$ cat config.mk
export PLATFORM = sky130hd
export DESIGN_NAME = vau_out_buffer
export DESIGN_NICKNAME = d
export VERILOG_FILES = /design/src/rtl/core/vau_pkg.sv /design/src/rtl/core/vau_out_buffer.sv
export SDC_FILE = /design/constraint.sdc
export NUM_CORES = 1
export LEC_CHECK = 0
export BUFFER_PORTS_ARGS = -buffer_cell sky130_fd_sc_hd__buf_2
export CORE_ASPECT_RATIO = 1.4
export CORE_UTILIZATION = 50
export CTS_CLUSTER_DIAMETER = 80
export CTS_CLUSTER_SIZE = 24
export DETAILED_ROUTE_END_ITERATION = 8
export GPL_TIMING_DRIVEN = 0
export PLACE_DENSITY = 0.77
export SKIP_LAST_GASP = 1
export SLEW_MARGIN = 20
export SYNTH_ARGS = -nofsm -noshare
export SYNTH_HDL_FRONTEND = slang
export SYNTH_SLANG_ARGS = --single-unit
$ cat constraint.sdc
create_clock -name clk -period 3.4 [get_ports clk]
set_input_delay 0.51 -clock clk [delete_from_list [all_inputs] [get_ports clk]]
set_output_delay 0.51 -clock clk [all_outputs]
set_load 0.01 [all_outputs]
$ cat src/rtl/core/vau_pkg.sv
// Shared types and constants for the vector angle unit.
// No dependencies; used by every module under rtl/core.
`default_nettype none

package vau_pkg;

	// Angle accumulator, Q.29 radians, with headroom for the pi fold
	localparam int ZW = 33;
	// Rounded angle before saturation, Q3.13 with one spare bit
	localparam int AW = ZW - 16;
	localparam int ANGLE_W = 16;
	localparam int ROUND_SHIFT = 16;

	localparam logic signed [ZW-1:0] PI_Q29 = 33'sd1686629713;
	localparam logic signed [AW-1:0] PI_Q13 = 17'sd25736;
	localparam logic signed [ZW-1:0] ROUND_HALF = 33'sd32768;

	localparam logic [28:0] ATAN_Q29 [32] = '{
		29'd421657428, 29'd248918915, 29'd131521918, 29'd66762579,
		29'd33510843,  29'd16771758,  29'd8387925,   29'd4194219,
		29'd2097141,   29'd1048575,   29'd524288,    29'd262144,
		29'd131072,    29'd65536,     29'd32768,     29'd16384,
		29'd8192,      29'd4096,      29'd2048,      29'd1024,
		29'd512,       29'd256,       29'd128,       29'd64,
		29'd32,        29'd16,        29'd8,         29'd4,
		29'd2,         29'd1,         29'd0,         29'd0
	};

	typedef struct packed {
		logic vld;
		logic sgn;
		logic zero;
	} ctl_t;

	typedef struct packed {
		logic signed [ANGLE_W-1:0] angle;
		logic                      zero;
	} res_t;

endpackage

`default_nettype wire

$ cat src/rtl/core/vau_out_buffer.sv
// Output register with one-entry skid; produces the pipeline advance enable.
// Uses vau_pkg result type.
`default_nettype none

module vau_out_buffer (
	input  wire logic                              clk,
	input  wire logic                              arst_n,
	input  wire logic                              tail_vld,
	input  wire vau_pkg::res_t                     tail_res,
	output logic                                   en,
	output logic                                   rsp_valid,
	input  wire logic                              rsp_stall,
	output logic signed [vau_pkg::ANGLE_W-1:0]     angle,
	output logic                                   zero_vector
);

	logic out_v_q, skid_v_q;
	vau_pkg::res_t out_d_q, skid_d_q;
	logic take, push;

	assign en = !skid_v_q;
	assign take = out_v_q && !rsp_stall;
	assign push = en && tail_vld;

	always_ff @(posedge clk or negedge arst_n) begin
		if (!arst_n) begin
			out_v_q  <= 1'b0;
			skid_v_q <= 1'b0;
		end else if (push) begin
			if (!out_v_q || take) begin
				out_v_q <= 1'b1;
			end else begin
				skid_v_q <= 1'b1;
			end
		end else if (take) begin
			out_v_q  <= skid_v_q;
			skid_v_q <= 1'b0;
		end
	end

	always_ff @(posedge clk) begin
		if (push) begin
			if (!out_v_q || take) begin
				out_d_q <= tail_res;
			end else begin
				skid_d_q <= tail_res;
			end
		end else if (take && skid_v_q) begin
			out_d_q <= skid_d_q;
		end
	end

	assign rsp_valid = out_v_q;
	assign angle = out_d_q.angle;
	assign zero_vector = out_d_q.zero;

	a_skid_implies_out: assert property (@(posedge clk) disable iff (!arst_n)
		skid_v_q |-> out_v_q)
		else $error("skid holds a transaction while output is empty");

	a_skid_fill: assert property (@(posedge clk) disable iff (!arst_n)
		push && out_v_q && rsp_stall |=> skid_v_q)
		else $error("stalled push not captured in skid");

	a_skid_drain: assert property (@(posedge clk) disable iff (!arst_n)
		take && skid_v_q |=> out_v_q && !skid_v_q)
		else $error("skid not drained into output");

endmodule

`default_nettype wire

==> metrics.yaml <==
final_cell_mix: "buf_2 (39), edfxtp_1 (34), mux2_4 (17), clkbuf_4 (5)"
synthCells: 66
via_per_inst: 4.815
fillers: 212
power.internal_uw: 894.8
clock_skew_ns: 0.008723
cts_resized: 0
numCtsBuffers: 5
worstRegToRegCells: 3
fp.dieH_um: 64.78
grt_max_degree: 18
p_per_area_mw_per_mm2: 724.3
fin_hold_ws_ns: 0.3647
drive_gt1_frac: 0.5913
synth_area_mm2: 0.001408
swShare: 0.2839
drtIter0Drc: 26
ir_drop_v: 0.0004449
rsz0062_at_grt: "false"
hold_violations: 0
port_buffers: 39
crit_path_start: "skid_v_q"
crit_type: "reg -> reg"
worst_ep_arrival_time_ns: 1.76
antenna_found_initial: 0
ys_seq_area_frac: 0.7609
fp.dieW_um: 46.84
combinationalPowerShare: 0.300
tightest_slew_ns: 0.8770
grt_pass1_vias: 763
start_kind: "register"
finalSetupTns_ns: 0
status: "completed"
htree_levels: 2
core_area_mm2: 0.002643
setup_viol: 0
min_path_type: "in -> reg"
synth.avg_cell_area_um2: 21.33
final_nets: 135
seqPwrFrac: 0.533
ys_top_cells_by_area: "edfxtp_1 (73%), mux2_4 (18%), dfrtp_1 (3.6%)"
cts_tree: "yes"
cpMaxStageDelayCell: "nor2_2"
synth_nets: 87
rows: 22
layout.cells.non_filler: 151
clock_latency_ns: 0.33
grt_pass1_wl_um: 3567
regToRegStartpoint: "skid_v_q"
gp_congestion: 0.6793
yosys_register_bits: 36
dieArea_mm2: 0.003034
p_clk_frac: 0.166
crit_required_ns: 3.35
hpwl_um: 1553
cts_sinks: 36
dr.pass1.iters: 4
critPathCapture: "skid_d_q[3]"
path_cells: "nand2b_4 -> buf_6 -> nor2_2"
critical-path-top-delay-family: "simple AND/OR/NAND/NOR gates"
maxSlewHeadroom: 0.4147
start_util: 0.5327
timing.final.crit_share: 0.5326
gr-total-overflow: 0
reg2reg_slack_ns: 1.59
avgRoutedWirePerCell_um: 14.27
place_inst: 142
post-route-min-period_ns: 1.811
p_switching_uw: 354.8
crit_path_end_kind: "register"
clockBufferDepth: 2
max_freq_mhz: 552.2
drc: 0
p_leak_uw: 0.0007290
wirelength_um: 2155
vias: 727
max_stage_delay_ns: 0.69
cts_root_buffer: "clkbuf_4"
slew_viol_final: 0
p_total_uw: 1250
clkTransAtPathRegs_ns: 0.10
drt.antenna.violating_nets: 0
ios: 40
worst-path-stages: 3
yosys.cell_types.count: 11
r2r-end: "skid_d_q[3]"
crit_fanout: 17
cap_violations: 0
mostFrequentLayoutCell: "buf_2"
synth_top_area_share: 0.7253
diodes: 0
area_growth_pct: 22.58
track_usage: 0.1788
worst-path-buf-inv: 1
synth_top_area_cell: "edfxtp_1"
ys_warn_count: 0
[flip-flops by register name (all words and copies together), names as in the netlist]
signal,cells
rsp_valid,1
skid_d_q,17
zero_vector,1
skid_v_q,1
angle,16
[cells in the mapped netlist (all sizes together)]
cell    number
nand2b       1
a21boi       1
inv          2
o21ai        1
nor2         1
dfrtp        2
edfxtp      34
nand2        3
mux2        17
a21oi        2
buf          2
[repair_timing]
item	4_1_cts	5_1_grt
setup buffers	0	0
hold buffers	1	0
endpoints found under the hold margin	2	0
[area by class of cell]
type / instances / area [µm²] / area share
sequential: 36 / 1071 / 0.6207
multi-input combinational: 26 / 312.8 / 0.1813
timing repair buffer: 41 / 216.5 / 0.1255
clock buffer: 7 / 45.04 / 0.02611
tap: 36 / 45.04 / 0.02611
buffer: 2 / 22.52 / 0.01305
inverter: 2 / 7.507 / 0.004351
clock inverter: 1 / 5.005 / 0.002901
[power groups by stage]
stage	clock, µW	combinational [µW]	sequential [µW]
after floorplan	0	189	724
after global placement	0	345	677
after detailed placement	0	382	677
after CTS	215	383	668
after global routing	230	412	682
final	208	375	666
[through the flow]
step / cell area (µm²) / setup WS (ns) / utilization
after floorplan: 1408 / 0.9915 / -
after global placement: 1648 / 0.3816 / 0.6236
after detailed placement: 1665 / 1.455 / 0.6302
after CTS: 1725 / 1.552 / 0.6529
after global routing: 1725 / 1.426 / 0.6529
final: 1725 / 1.589 / 0.6529
[metal layers]
layer	GRT usage	vias to the layer above	routed length, µm
met3	0.05014	5	111
met4	0.08571	0	45
met5	0	-	0
li1	-	348	-
met1	0.2119	342	822
met2	0.2882	32	1176
[kinds of logic (layout without fill, tap and decap cells)]
family | count (synthesis) | after routing | share of synthesized area
DFF | 36 | 36 | 0.7609
muxes | 17 | 17 | 0.1813
and+or+nand+nor | 5 | 5 | 0.02044
AOI/OAI and AO/OA | 4 | 4 | 0.01600
buffers and inverters | 4 | 53 | 0.02133
[worst min-delay path by stage]
stage                startpoint     endpoint  slack (ns)  cells past startpoint
floorplan                arst_n    rsp_valid        0.21                      0
global placement         arst_n     skid_v_q        0.29                      1
detailed placement       arst_n    rsp_valid        0.30                      1
CTS                 tail_res[4]  skid_d_q[4]        0.35                      1
global route        tail_res[4]  skid_d_q[4]        0.34                      1
finish              tail_res[4]  skid_d_q[4]        0.36                      1
Note: power is estimated with default switching activity, not from simulation.
