File: config.mk
export PLATFORM = sky130hd
export DESIGN_NAME = vau_front
export DESIGN_NICKNAME = d
export VERILOG_FILES = /design/src/rtl/core/vau_pkg.sv /design/src/rtl/core/vau_front.sv
export SDC_FILE = /design/constraint.sdc
export NUM_CORES = 2
export LEC_CHECK = 0
export BUFFER_PORTS_ARGS = -buffer_cell sky130_fd_sc_hd__buf_4
export CAP_MARGIN = 20
export CORE_ASPECT_RATIO = 1.1
export CORE_UTILIZATION = 25
export CTS_BUF_LIST = sky130_fd_sc_hd__clkbuf_4 sky130_fd_sc_hd__clkbuf_8 sky130_fd_sc_hd__clkbuf_16
export DETAILED_ROUTE_END_ITERATION = 10
export PLACE_DENSITY = 0.36
export SLEW_MARGIN = 30
export SYNTH_ARGS = -nofsm -noshare
export SYNTH_HDL_FRONTEND = slang
export SYNTH_SLANG_ARGS = --single-unit
File: constraint.sdc
create_clock -name clk -period 4.9 [get_ports clk]
set_input_delay 0 -clock clk [delete_from_list [all_inputs] [get_ports clk]]
set_output_delay 0 -clock clk [all_outputs]
set_load 0.005 [all_outputs]
File: src/rtl/core/vau_pkg.sv
// Shared types and constants for the vector angle unit.
// No dependencies; used by every module under rtl/core.
`default_nettype none

package vau_pkg;

	// Angle accumulator, Q.29 radians, with headroom for the pi fold
	localparam int ZW = 33;
	// Rounded angle before saturation, Q3.13 with one spare bit
	localparam int AW = ZW - 16;
	localparam int ANGLE_W = 16;
	localparam int ROUND_SHIFT = 16;

	localparam logic signed [ZW-1:0] PI_Q29 = 33'sd1686629713;
	localparam logic signed [AW-1:0] PI_Q13 = 17'sd25736;
	localparam logic signed [ZW-1:0] ROUND_HALF = 33'sd32768;

	localparam logic [28:0] ATAN_Q29 [32] = '{
		29'd421657428, 29'd248918915, 29'd131521918, 29'd66762579,
		29'd33510843,  29'd16771758,  29'd8387925,   29'd4194219,
		29'd2097141,   29'd1048575,   29'd524288,    29'd262144,
		29'd131072,    29'd65536,     29'd32768,     29'd16384,
		29'd8192,      29'd4096,      29'd2048,      29'd1024,
		29'd512,       29'd256,       29'd128,       29'd64,
		29'd32,        29'd16,        29'd8,         29'd4,
		29'd2,         29'd1,         29'd0,         29'd0
	};

	typedef struct packed {
		logic vld;
		logic sgn;
		logic zero;
	} ctl_t;

	typedef struct packed {
		logic signed [ANGLE_W-1:0] angle;
		logic                      zero;
	} res_t;

endpackage

`default_nettype wire

File: src/rtl/core/vau_front.sv
// Front end: products, dot and cross sums, fold into the right half plane.
// Three pipeline stages; uses vau_pkg.
`default_nettype none

module vau_front #(
	parameter int COMPONENT_WIDTH = 16,
	parameter int XW = 35
) (
	input  wire logic                              clk,
	input  wire logic                              arst_n,
	input  wire logic                              en,
	input  wire logic                              req_valid,
	input  wire logic                              cmd,
	input  wire logic signed [COMPONENT_WIDTH-1:0] from_x,
	input  wire logic signed [COMPONENT_WIDTH-1:0] from_y,
	input  wire logic signed [COMPONENT_WIDTH-1:0] to_x,
	input  wire logic signed [COMPONENT_WIDTH-1:0] to_y,
	output vau_pkg::ctl_t                          ctl_s3,
	output logic signed [XW-1:0]                   x_s3,
	output logic signed [XW-1:0]                   y_s3,
	output logic signed [vau_pkg::ZW-1:0]          z_s3
);

	localparam int PROD_W = 2 * COMPONENT_WIDTH;
	localparam int SH = (PROD_W > 32) ? PROD_W - 32 : 0;
	localparam int PW = PROD_W - SH;
	localparam int SW = PW + 1;

	vau_pkg::ctl_t ctl_s1, ctl_s2;
	logic signed [PROD_W-1:0] p_xx_s1, p_yy_s1, p_xy_s1, p_yx_s1;
	logic signed [SW-1:0] dot_s2, cross_s2;

	logic signed [PROD_W-1:0] p_xx, p_yy, p_xy, p_yx;
	logic signed [PW-1:0] sc_xx, sc_yy, sc_xy, sc_yx;
	logic signed [SW-1:0] dot_c, cross_c;
	logic signed [XW-1:0] x_c, y_c;
	logic signed [vau_pkg::ZW-1:0] z_c;
	logic zero_c;

	assign p_xx = PROD_W'(from_x) * PROD_W'(to_x);
	assign p_yy = PROD_W'(from_y) * PROD_W'(to_y);
	assign p_xy = PROD_W'(from_x) * PROD_W'(to_y);
	assign p_yx = PROD_W'(from_y) * PROD_W'(to_x);
	assign zero_c = ((from_x == '0) && (from_y == '0)) || ((to_x == '0) && (to_y == '0));

	assign sc_xx = $signed(p_xx_s1[PROD_W-1:SH]);
	assign sc_yy = $signed(p_yy_s1[PROD_W-1:SH]);
	assign sc_xy = $signed(p_xy_s1[PROD_W-1:SH]);
	assign sc_yx = $signed(p_yx_s1[PROD_W-1:SH]);
	assign dot_c = SW'(sc_xx) + SW'(sc_yy);
	assign cross_c = SW'(sc_xy) - SW'(sc_yx);

	always_comb begin
		if (dot_s2[SW-1]) begin
			x_c = -XW'(dot_s2);
			y_c = -XW'(cross_s2);
			z_c = cross_s2[SW-1] ? -vau_pkg::PI_Q29 : vau_pkg::PI_Q29;
		end else begin
			x_c = XW'(dot_s2);
			y_c = XW'(cross_s2);
			z_c = '0;
		end
	end

	always_ff @(posedge clk or negedge arst_n) begin
		if (!arst_n) begin
			ctl_s1 <= '0;
			ctl_s2 <= '0;
			ctl_s3 <= '0;
		end else if (en) begin
			ctl_s1 <= '{vld: req_valid, sgn: cmd, zero: zero_c};
			ctl_s2 <= ctl_s1;
			ctl_s3 <= ctl_s2;
		end
	end

	always_ff @(posedge clk) begin
		if (en) begin
			p_xx_s1  <= p_xx;
			p_yy_s1  <= p_yy;
			p_xy_s1  <= p_xy;
			p_yx_s1  <= p_yx;
			dot_s2   <= dot_c;
			cross_s2 <= cross_c;
			x_s3     <= x_c;
			y_s3     <= y_c;
			z_s3     <= z_c;
		end
	end

endmodule

`default_nettype wire

==> run_results.csv <==
group,metric,value,unit
outcome,status,"finished with violations",
outcome,failed_checks,"negative setup slack",
sta,finClkSkew,0.03000,ns
grt,grt_use_total,15.52,%
setup_path,crit_arrival,5.76,ns
drt,detail_route.iter0.violations,1590,
sta,final-hold-violation-count,0,
sta,post-route-period-util,110.8,%
setup_path,slowest_delay,0.70,ns
hold_path,hold_start,"to_x[1]",
hold_path,hold_depth,4,
setup_path,cp.required,5.23,ns
run,drv_cap,0,
grt,grt_pass1_wl,249900,µm
sta,worst_pin_slew,0.8764,ns
yosys,synthesis.area,52490,µm²
floorplanning,ios,175,
sta,relSlewSlack,41.03,%
clock_tree,insertion_delay,0.60,ns
yosys,syn_area_per_cell,9.809,µm²
sta,drv_slew,0,
floorplanning,initial_core_util,25.14,%
drt,via_per_inst,4.234,
drt,drt-total-wl,160000,µm
clock_tree,ctsLongestPathBuffers,3,
setup_path,reg2regPathDepth,9,
sta,rsz0062_at_grt,"yes",
hold_path,hold_path_class,"primary input to flop",
yosys,netlist_instances,5351,
yosys,synth_ff_type,"edfxtp_1",
layout,drive_gt1_share,25.69,%
place,dp.cells,8793,
layout,area_growth,30.82,%
layout,nets,7722,
setup_path,cp-end-kind,"flop",
setup_path,rrSetupSlack,0.93,ns
setup_path,crit_fanout,7,
clock_tree,cts.clk_slew.worst_paths,0.06,ns
setup_path,rr_startpoint,"cross_s2[0]",
setup_path,path_depth,21,
setup_path,critPathBufInv,5,
yosys,synth.distinct_cells,68,
setup_path,r2r_end,"y_s3[29]",
yosys,seq_area_frac_synth,15.71,%
setup_path,cp_common_cell,"fa_1",
floorplanning,die_h,482.6,µm
clock_tree,cts_tree,"built",
grt,grt_pass1_vias,41470,
grt,gr-total-overflow,0,
floorplanning,die_w,438.9,µm
layout,layout_common_cells,"inv_1 (1138), fa_1 (989), buf_4 (824), nand2_1 (527), and2_1 (443)",
clock_tree,cts_root_buf,"clkbuf_16",
clock_tree,htreeDepth,2,
drt,wl_per_cell,17.78,µm
place,gp_congestion,0.8011,
sta,max_freq,184.3,MHz
sta,worst_slack,-0.5268,ns
hold_path,hold_end,"p_yx_s1[1]",
drt,drc_errors,0,
yosys,synth_edf_count,267,
yosys,synthArstFlopShare,3.261,%
floorplanning,dieArea,211800,µm²
place,dp_hpwl,132600,µm
yosys,ys_seq_elements,276,
drt,final_antenna_net_count,0,
floorplanning,placementRows,176,
yosys,ys_warn_count,0,
sta,setup_viol,46,
setup_path,crit_chain,"buf_16, buf_6, nand2_4, inv_2, fa_2, fa_1, fa_2, fa_1, fa_1, inv_1, fa_1, inv_2, ha_4, a21o_1, a211o_4, a211oi_4, a21oi_4, or4_4, a31o_4, a21oi_4, xnor2_2",
place,port_buffers,174,
setup_path,cp_top_family,"adder cells",
grt,antenna_found_initial,6,
layout,final_util,32.89,%
drt,vias,38100,
drt,dr.pass1.iters,7,
clock_tree,cts-buffers-inserted,36,
grt,grtUsageMet2,25.33,%
grt,grt_max_degree,108,
grt,busiest_layer,"met2",
grt,met1_usage,22.15,%
sta,min_period,5.427,ns
grt,use_met3,1.523,%
clock_tree,cts_sinks,276,
sta,final.setup.tns,-10.87,ns
layout,final_common_cell,"inv_1",
floorplanning,core-area,208800,µm²
setup_path,worstSetupStartpointType,"primary input",
layout,final-instance-count-excl-fill,8999,
setup_path,critPathKind,"primary input to flop",
setup_path,cp_slowest_cell,"fa_2",
[synth_stat cells (10+ instances only)]
cell type	instances	share of area, %
edfxtp_1	267	15
or4_1	10	0.14
fa_1	1050	40
a211oi_1	20	0.29
o31ai_1	22	0.31
o21bai_1	18	0.26
clkbuf_1	206	1.5
nor2_1	152	1.1
xor2_1	46	0.77
a31o_2	11	0.18
and3_1	17	0.20
o21a_1	28	0.40
inv_1	1202	8.6
or3_1	22	0.26
nand3_1	33	0.31
o21ai_0	97	0.92
a21oi_1	128	1.2
ha_1	394	9.4
a31oi_1	10	0.12
xnor2_1	211	3.5
nor4_1	21	0.25
a21o_1	85	1.2
and2_1	494	5.9
buf_4	30	0.43
nor2b_1	14	0.17
or2_2	11	0.13
nand2_1	556	4.0
nand2b_1	37	0.44
nor3_1	28	0.27
[worst max-delay path by stage]
stage | slack (ns) | endpoint | start
finish | -0.53 | p_xy_s1[30] | to_y[2]
detailed placement | -1.54 | p_xy_s1[30] | from_x[9]
CTS | -0.53 | p_xx_s1[31] | from_x[8]
global route | -0.65 | p_xx_s1[31] | to_x[1]
floorplan | -0.56 | p_yy_s1[30] | to_y[9]
global placement | -1.53 | p_xy_s1[30] | from_x[9]
[repair_timing]
action,CTS,global route
pin swaps,160,200
setup endpoints to repair,66,71
gates cloned,5,3
gates resized for setup,410,242
hold endpoints to repair,63,0
setup buffers,107,51
hold buffers,8,0
[layout make-up]
class,count,area (µm²)
Antenna cell,4,10.01
Multi-Input combinational cell,3635,41310
Tap cell,2759,3452
Clock buffer,47,1013
Fill cell,21800,140100
Inverter,1202,4522
Clock inverter,18,181.4
Sequential cell,276,8243
Timing Repair Buffer,1058,9927
[registers in the layout, summed over array words and instances, names as in the netlist]
| name | cells |
|---|---|
| x_s3 | 35 |
| y_s3 | 35 |
| cross_s2 | 33 |
| dot_s2 | 33 |
| p_xx_s1 | 32 |
| p_xy_s1 | 32 |
| p_yx_s1 | 32 |
| p_yy_s1 | 32 |
| ctl_s1 | 3 |
| ctl_s2 | 3 |
| ctl_s3 | 3 |
| z_s3 | 3 |
[worst register-to-register path: stages, from the launching register on]
cell	delay (ns)
edfxtp_1	0.42
or2_1	0.27
or4_1	0.44
or2_2	0.38
or3_1	0.51
or4_1	0.54
or4_1	0.50
o31ai_2	0.34
nand2_1	0.15
xor2_1	0.17
[cell families after synthesis]
| logic type | Yosys count | synth area share [%] |
|---|---|---|
| other cells | 1 | 0.007145 |
| flops | 276 | 15.71 |
| mux | 13 | 0.2694 |
| fa+ha+maj | 1444 | 49.44 |
| compound gates | 495 | 6.191 |
| buf+inv | 1441 | 10.52 |
| simple gates | 1424 | 13.58 |
| xor+xnor | 257 | 4.289 |
[metal layers]
metal	routed length [µm]	part of all wire, %	up-vias
li1	-	-	18020
met1	76740	48	19510
met2	75340	47	472
met3	4715	2.9	105
met4	3213	2.0	2
met5	17	0.011	-
[stage by stage]
step,hold slack (ns),setup WS (ns),instance area [µm²]
after floorplan,-0.2956,-0.5650,53980
after global placement,-0.1720,-1.531,63360
after detailed placement,-0.1698,-1.544,63360
after CTS,0.01930,-0.5266,67330
after global routing,0.05890,-0.6463,68650
final,0.05634,-0.5268,68660
Power is left out: the tool's default activity adds up to more than one toggle a clock period on the data nets, which glitch-free logic cannot reach.
