[config.mk]
export PLATFORM = sky130hd
export DESIGN_NAME = vau_back
export DESIGN_NICKNAME = d
export VERILOG_FILES = /design/src/rtl/core/vau_pkg.sv /design/src/rtl/core/vau_back.sv
export SDC_FILE = /design/constraint.sdc
export NUM_CORES = 1
export LEC_CHECK = 0
export BUFFER_PORTS_ARGS = -buffer_cell sky130_fd_sc_hd__buf_2
export CORE_AREA = 2 2 73 75
export DETAILED_ROUTE_END_ITERATION = 10
export DIE_AREA = 0 0 75 77
export HOLD_SLACK_MARGIN = 0.15
export PLACE_DENSITY = 0.75
export SLEW_MARGIN = 0
export SYNTH_ARGS = -nofsm -noshare
export SYNTH_HDL_FRONTEND = slang
export SYNTH_SLANG_ARGS = --single-unit
[constraint.sdc]
create_clock -name clk -period 3.75 [get_ports clk]
set_input_delay 0.5625 -clock clk [delete_from_list [all_inputs] [get_ports clk]]
set_output_delay 0.5625 -clock clk [all_outputs]
set_load 0.03 [all_outputs]
[src/rtl/core/vau_pkg.sv]
// Shared types and constants for the vector angle unit.
// No dependencies; used by every module under rtl/core.
`default_nettype none

package vau_pkg;

	// Angle accumulator, Q.29 radians, with headroom for the pi fold
	localparam int ZW = 33;
	// Rounded angle before saturation, Q3.13 with one spare bit
	localparam int AW = ZW - 16;
	localparam int ANGLE_W = 16;
	localparam int ROUND_SHIFT = 16;

	localparam logic signed [ZW-1:0] PI_Q29 = 33'sd1686629713;
	localparam logic signed [AW-1:0] PI_Q13 = 17'sd25736;
	localparam logic signed [ZW-1:0] ROUND_HALF = 33'sd32768;

	localparam logic [28:0] ATAN_Q29 [32] = '{
		29'd421657428, 29'd248918915, 29'd131521918, 29'd66762579,
		29'd33510843,  29'd16771758,  29'd8387925,   29'd4194219,
		29'd2097141,   29'd1048575,   29'd524288,    29'd262144,
		29'd131072,    29'd65536,     29'd32768,     29'd16384,
		29'd8192,      29'd4096,      29'd2048,      29'd1024,
		29'd512,       29'd256,       29'd128,       29'd64,
		29'd32,        29'd16,        29'd8,         29'd4,
		29'd2,         29'd1,         29'd0,         29'd0
	};

	typedef struct packed {
		logic vld;
		logic sgn;
		logic zero;
	} ctl_t;

	typedef struct packed {
		logic signed [ANGLE_W-1:0] angle;
		logic                      zero;
	} res_t;

endpackage

`default_nettype wire

[src/rtl/core/vau_back.sv]
// Back end: round to Q3.13, saturate to +-pi, fold to magnitude in unsigned mode, zero override.
// Two pipeline stages; uses vau_pkg.
`default_nettype none

module vau_back (
	input  wire logic                          clk,
	input  wire logic                          arst_n,
	input  wire logic                          en,
	input  wire vau_pkg::ctl_t                 ctl_in,
	input  wire logic signed [vau_pkg::ZW-1:0] z_in,
	output vau_pkg::ctl_t                      ctl_s2,
	output vau_pkg::res_t                      res_s2
);

	localparam int AW = vau_pkg::AW;
	localparam int ZW = vau_pkg::ZW;
	localparam int ANGLE_W = vau_pkg::ANGLE_W;

	vau_pkg::ctl_t ctl_s1;
	logic signed [AW-1:0] a_s1;

	logic signed [ZW-1:0] rnd_c;
	logic signed [AW-1:0] sat_c, fold_c;
	vau_pkg::res_t res_c;

	assign rnd_c = z_in + vau_pkg::ROUND_HALF;

	always_comb begin
		if (a_s1 > vau_pkg::PI_Q13) begin
			sat_c = vau_pkg::PI_Q13;
		end else if (a_s1 < -vau_pkg::PI_Q13) begin
			sat_c = -vau_pkg::PI_Q13;
		end else begin
			sat_c = a_s1;
		end
		fold_c = (!ctl_s1.sgn && sat_c[AW-1]) ? -sat_c : sat_c;
		res_c.zero = ctl_s1.zero;
		res_c.angle = ctl_s1.zero ? '0 : $signed(fold_c[ANGLE_W-1:0]);
	end

	always_ff @(posedge clk or negedge arst_n) begin
		if (!arst_n) begin
			ctl_s1 <= '0;
			ctl_s2 <= '0;
		end else if (en) begin
			ctl_s1 <= ctl_in;
			ctl_s2 <= ctl_s1;
		end
	end

	always_ff @(posedge clk) begin
		if (en) begin
			a_s1   <= $signed(rnd_c[ZW-1:vau_pkg::ROUND_SHIFT]);
			res_s2 <= res_c;
		end
	end

	a_range: assert property (@(posedge clk) disable iff (!arst_n)
		ctl_s2.vld |-> (res_s2.angle <= 16'sd25736) && (res_s2.angle >= -16'sd25736))
		else $error("angle outside +-pi");

	a_unsigned_mode: assert property (@(posedge clk) disable iff (!arst_n)
		ctl_s2.vld && !ctl_s2.sgn |-> !res_s2.angle[ANGLE_W-1])
		else $error("negative angle in unsigned mode");

	a_zero_flag: assert property (@(posedge clk) disable iff (!arst_n)
		ctl_s2.vld && res_s2.zero |-> (res_s2.angle == '0))
		else $error("zero vector with non-zero angle");

endmodule

`default_nettype wire

==> run_results.csv <==
group,metric,value,unit
route,route.detailed.vias_per_inst,5.43,
sta,layout_min_cycle_time,3.33,ns
setup_path,timing.critical_path.from_type,"register",
sta,finalMaxSlewViolations,0,
setup_path,worstPathMaxFanout,10,
cts,clk_lat_worst_skew,0.29,ns
setup_path,critical_path_buf_inv_count,1,
min_path,hold_path_startpoint,"ctl_in[0]",
grt,antenna_found_initial,0,
synth,number_of_synthesis_warnings,0,
setup_path,criticalPathCategory,"reg -> reg",
cts,clock_sink_total,40,
setup_path,critPathTopFamily,"compound AO/OA/AOI/OAI gates",
sta,setup_total_negative_slack,0,ns
placement,hpwl,3.00,mm
sta,finalSetupViolations,0,
setup_path,worst-r2r-setup-slack,0.42,ns
sta,final_hold_viols,0,
setup_path,cp.arrival,3.36,ns
sta,slew-limit-headroom,40.0,%
flow_run,drv_cap,0,
synth,synth_flop_cell,"sky130_fd_sc_hd__edfxtp_1",
cts,cts.clk_slew.worst_paths,0.07,ns
grt,grt-ovfl-total,0,
placement,pre_cts_slack,0.394,ns
synth,post_synthesis_cell_type_with_the_largest_combined_area,"sky130_fd_sc_hd__edfxtp_1",
synth,synth_edf_count,34,
synth,area_share_of_the_leading_cell_type_in_the_synthesized_netlist,43.5,%
finish,sequential_cell_area,1170,sq um
power_and_ir_drop,netSwitchingPower,0.339,mW
outcome,run_status,"completed",
floorplanning,core_area,4980,sq um
route,detail_route.first_pass.iterations,4,
setup_path,capture_point_of_the_worst_reg_to_reg_path,"res_s2[15]",
synth,number_of_synthesized_register_bits,40,
setup_path,timing.rr.start,"a_s1[3]",
cts,cts_buffer_depth,2,
setup_path,logic_depth_of_the_worst_register_to_register_path,12,
power_and_ir_drop,clkPwrFrac,29.1,%
placement,place.gp.congestion,0.902,
floorplanning,chipWidth,75,um
floorplanning,io-pin-count,59,
sta,setup_slack,0.424,ns
synth,synth_cell_type_count,48,
min_path,hold_wc_path_type,"in -> reg",
power_and_ir_drop,power.switching_fraction,29.0,%
setup_path,worst_path_largest_cell_delay,0.56,ns
setup_path,required,3.79,ns
synth,synth.area.top_cells,"sky130_fd_sc_hd__edfxtp_1, sky130_fd_sc_hd__dfrtp_1, sky130_fd_sc_hd__xnor2_1",
floorplanning,rows,26,
cts,htree_levels,2,
route,initialDrtViolationCount,129,
finish,nNetsFinal,292,
route,drc,0,
power_and_ir_drop,power.share.sequential,49.1,%
finish,antenna_cells,0,
floorplanning,design.die.area,5780,sq um
cts,cts_inserted_buffers,5,
synth,synth_sequential_area_ratio,49.9,%
finish,area_delta_synth_final,15.6,%
power_and_ir_drop,total_power,1.17,mW
synth,synth_async_sr_flop_share,15.0,%
setup_path,cp_cell_sequence,"a41o_2 -> a31oi_1 -> nor2_1 -> o311ai_0 -> ha_1 -> inv_1 -> nand3_1 -> ha_1 -> or3b_2 -> o41ai_2 -> xnor2_1 -> a21oi_1",
placement,buffer_ports.inserted,43,
power_and_ir_drop,peak_vdd_ir,186,uV
cts,cts-resized-gates,0,
grt,grt_pass1_wl,7.00,mm
synth,syn-mean-instance-area,11.2,sq um
finish,final_layout_size_suffix_gt1_share,29.5,%
route,num_vias,1743,
power_and_ir_drop,pwr-share-comb,21.8,%
sta,maxClockFrequency,301,MHz
cts,cts_tree,"built",
synth,synthCells,209,
setup_path,end_kind,"register",
min_path,holdPathStages,3,
synth,netlist_area,2350,sq um
power_and_ir_drop,power_density,431,nW/um^2
setup_path,worst_path_max_delay_cell,"sky130_fd_sc_hd__or3b_2",
route,routedWlPerCell,12.9,um
sta,clock_skew,0.00252,ns
grt,grt_pass1_vias,1535,
setup_path,crit_path_frequent_cell,"sky130_fd_sc_hd__ha_1",
min_path,timing.hold.worst_endpoint,"ctl_s1[0]",
grt,track_usage,15.6,%
grt,grt_max_degree,42,
power_and_ir_drop,cellInternalPower,0.830,mW
route,detail_route.wirelength,4.15,mm
finish,multi_input_logic_area,1090,sq um
cts,root_buffer,"sky130_fd_sc_hd__clkbuf_8",
floorplanning,die_height,77,um
finish,n_fill_cell,447,
sta,hold_slack,0.477,ns
route,antenna_left,0,
synth,syn_nets,251,
sta,worst-slew-pin-transition,0.895,ns
sta,grt_setup_unrepaired,"no",
power_and_ir_drop,leakagePower,1.02,nW
sta,finalCritPeriodShare,88.7,%
floorplanning,start_util,47.1,%
## worst reg2reg max path, cell delays in order, from the launching register on
cell                       delay (ns)
sky130_fd_sc_hd__edfxtp_1        0.48
sky130_fd_sc_hd__a41o_2          0.31
sky130_fd_sc_hd__a31oi_1         0.17
sky130_fd_sc_hd__nor2_1          0.05
sky130_fd_sc_hd__o311ai_0        0.28
sky130_fd_sc_hd__ha_1            0.19
sky130_fd_sc_hd__inv_1           0.11
sky130_fd_sc_hd__nand3_1         0.11
sky130_fd_sc_hd__ha_1            0.16
sky130_fd_sc_hd__or3b_2          0.56
sky130_fd_sc_hd__o41ai_2         0.42
sky130_fd_sc_hd__xnor2_1         0.16
sky130_fd_sc_hd__a21oi_1         0.08
## Yosys cell counts, drive strengths merged (2+ instances only)
| master | number |
|---|---|
| buf | 5 |
| nand4 | 4 |
| mux2i | 4 |
| or4 | 6 |
| o21ai | 12 |
| nor3 | 8 |
| nor2 | 13 |
| a2111oi | 2 |
| nand2 | 12 |
| xnor2 | 14 |
| dfrtp | 6 |
| or3 | 9 |
| nor4 | 7 |
| a41o | 2 |
| a31oi | 9 |
| or2 | 3 |
| xor2 | 5 |
| a21oi | 6 |
| o311ai | 2 |
| nor2b | 3 |
| mux2 | 5 |
| edfxtp | 34 |
| and3 | 4 |
| nand3 | 7 |
| ha | 3 |
| clkbuf | 7 |
| inv | 4 |
## layer usage
| layer | share of wire (%) | global-route usage [%] | wire (um) | vias to the layer above |
|---|---|---|---|---|
| met2 | 47 | 25.1 | 1970 | 56 |
| li1 | - | - | - | 890 |
| met3 | 5.4 | 3.29 | 224 | 8 |
| met1 | 45 | 19.9 | 1880 | 789 |
| met5 | 0 | 0 | 0 | - |
| met4 | 2.0 | 7.14 | 81 | 0 |
## registers in the layout (all words and copies together), names as in the netlist
register / count
ctl_s1: 3
ctl_s2: 3
a_s1: 17
res_s2: 17
## worst max-delay path by stage
stage	from	end	slack, ns	cells past startpoint
3_5_place_dp	a_s1[3]	res_s2[15]	0.39	12
3_3_place_gp	a_s1[3]	res_s2[15]	0.42	12
5_1_grt	a_s1[3]	res_s2[15]	0.10	12
4_1_cts	a_s1[3]	res_s2[15]	0.38	12
6_report	a_s1[3]	res_s2[15]	0.42	12
2_1_floorplan	a_s1[4]	res_s2[15]	0.21	15
## power by group through the flow
| stage | Sequential, mW | Clock (mW) | Combinational, mW |
|---|---|---|---|
| 2_1_floorplan | 0.625 | 0 | 0.137 |
| 3_3_place_gp | 0.581 | 0 | 0.251 |
| 3_5_place_dp | 0.582 | 0 | 0.256 |
| 4_1_cts | 0.573 | 0.346 | 0.257 |
| 5_1_grt | 0.580 | 0.362 | 0.282 |
| 6_report | 0.573 | 0.340 | 0.255 |
## cell families after synthesis
| group | Yosys count | share of synthesized area (%) |
|---|---|---|
| and+or+nand+nor | 83 | 21.3 |
| adders and majority gates | 3 | 1.60 |
| AOI/OAI and AO/OA | 39 | 12.3 |
| DFF | 40 | 49.9 |
| xor gates and xnor gates | 19 | 7.09 |
| muxes | 9 | 4.11 |
| buffers and inverters | 16 | 3.63 |
## layout make-up
| class | count | share of cell area (%) |
|---|---|---|
| repair buffers | 46 | 8.86 |
| multi-input cells | 153 | 40.2 |
| clock inverters | 2 | 1.29 |
| inverters | 4 | 0.554 |
| flip-flops and latches | 40 | 43.2 |
| well taps | 70 | 3.23 |
| clock buffers | 6 | 2.68 |
## cell usage in the layout, fill, tap and decap left out, types with 2 or more instances in the layout
cell / synthesis / routed
sky130_fd_sc_hd__nand3_1: 7 / 7
sky130_fd_sc_hd__nor2_1: 13 / 13
sky130_fd_sc_hd__mux2i_1: 4 / 4
sky130_fd_sc_hd__nand2_1: 12 / 12
sky130_fd_sc_hd__o21ai_0: 12 / 12
sky130_fd_sc_hd__xnor2_1: 14 / 14
sky130_fd_sc_hd__mux2_2: 5 / 5
sky130_fd_sc_hd__or2_2: 3 / 3
sky130_fd_sc_hd__nor4_1: 6 / 6
sky130_fd_sc_hd__buf_2: 2 / 43
sky130_fd_sc_hd__and3_1: 4 / 4
sky130_fd_sc_hd__nand4_1: 4 / 4
sky130_fd_sc_hd__or3_1: 8 / 8
sky130_fd_sc_hd__ha_1: 3 / 3
sky130_fd_sc_hd__nor2b_1: 3 / 3
sky130_fd_sc_hd__or4_4: 3 / 3
sky130_fd_sc_hd__nor3_1: 7 / 7
sky130_fd_sc_hd__a21oi_1: 6 / 6
sky130_fd_sc_hd__buf_4: 0 / 2
sky130_fd_sc_hd__a31oi_1: 9 / 9
sky130_fd_sc_hd__xor2_1: 5 / 5
sky130_fd_sc_hd__edfxtp_1: 34 / 34
sky130_fd_sc_hd__dfrtp_1: 6 / 6
sky130_fd_sc_hd__or4_1: 3 / 3
sky130_fd_sc_hd__inv_1: 4 / 4
sky130_fd_sc_hd__clkbuf_8: 0 / 5
## what timing repair did
item / 4_1_cts / 5_1_grt
setup buffers: 0 / 0
endpoints found under the setup margin: 0 / 0
hold buffers: 1 / 0
hold endpoints to repair: 6 / 0
## per-stage QoR
| step | instance area, sq um | std cells | utilization (%) |
|---|---|---|---|
| 3_5_place_dp | 2590 | 312 | 52.1 |
| 6_report | 2710 | 321 | 54.5 |
| 3_3_place_gp | 2590 | 312 | 52.1 |
| 2_1_floorplan | 2350 | 209 | - |
| 5_1_grt | 2710 | 321 | 54.5 |
| 4_1_cts | 2710 | 321 | 54.5 |
Power figures use the tool's default switching activity.
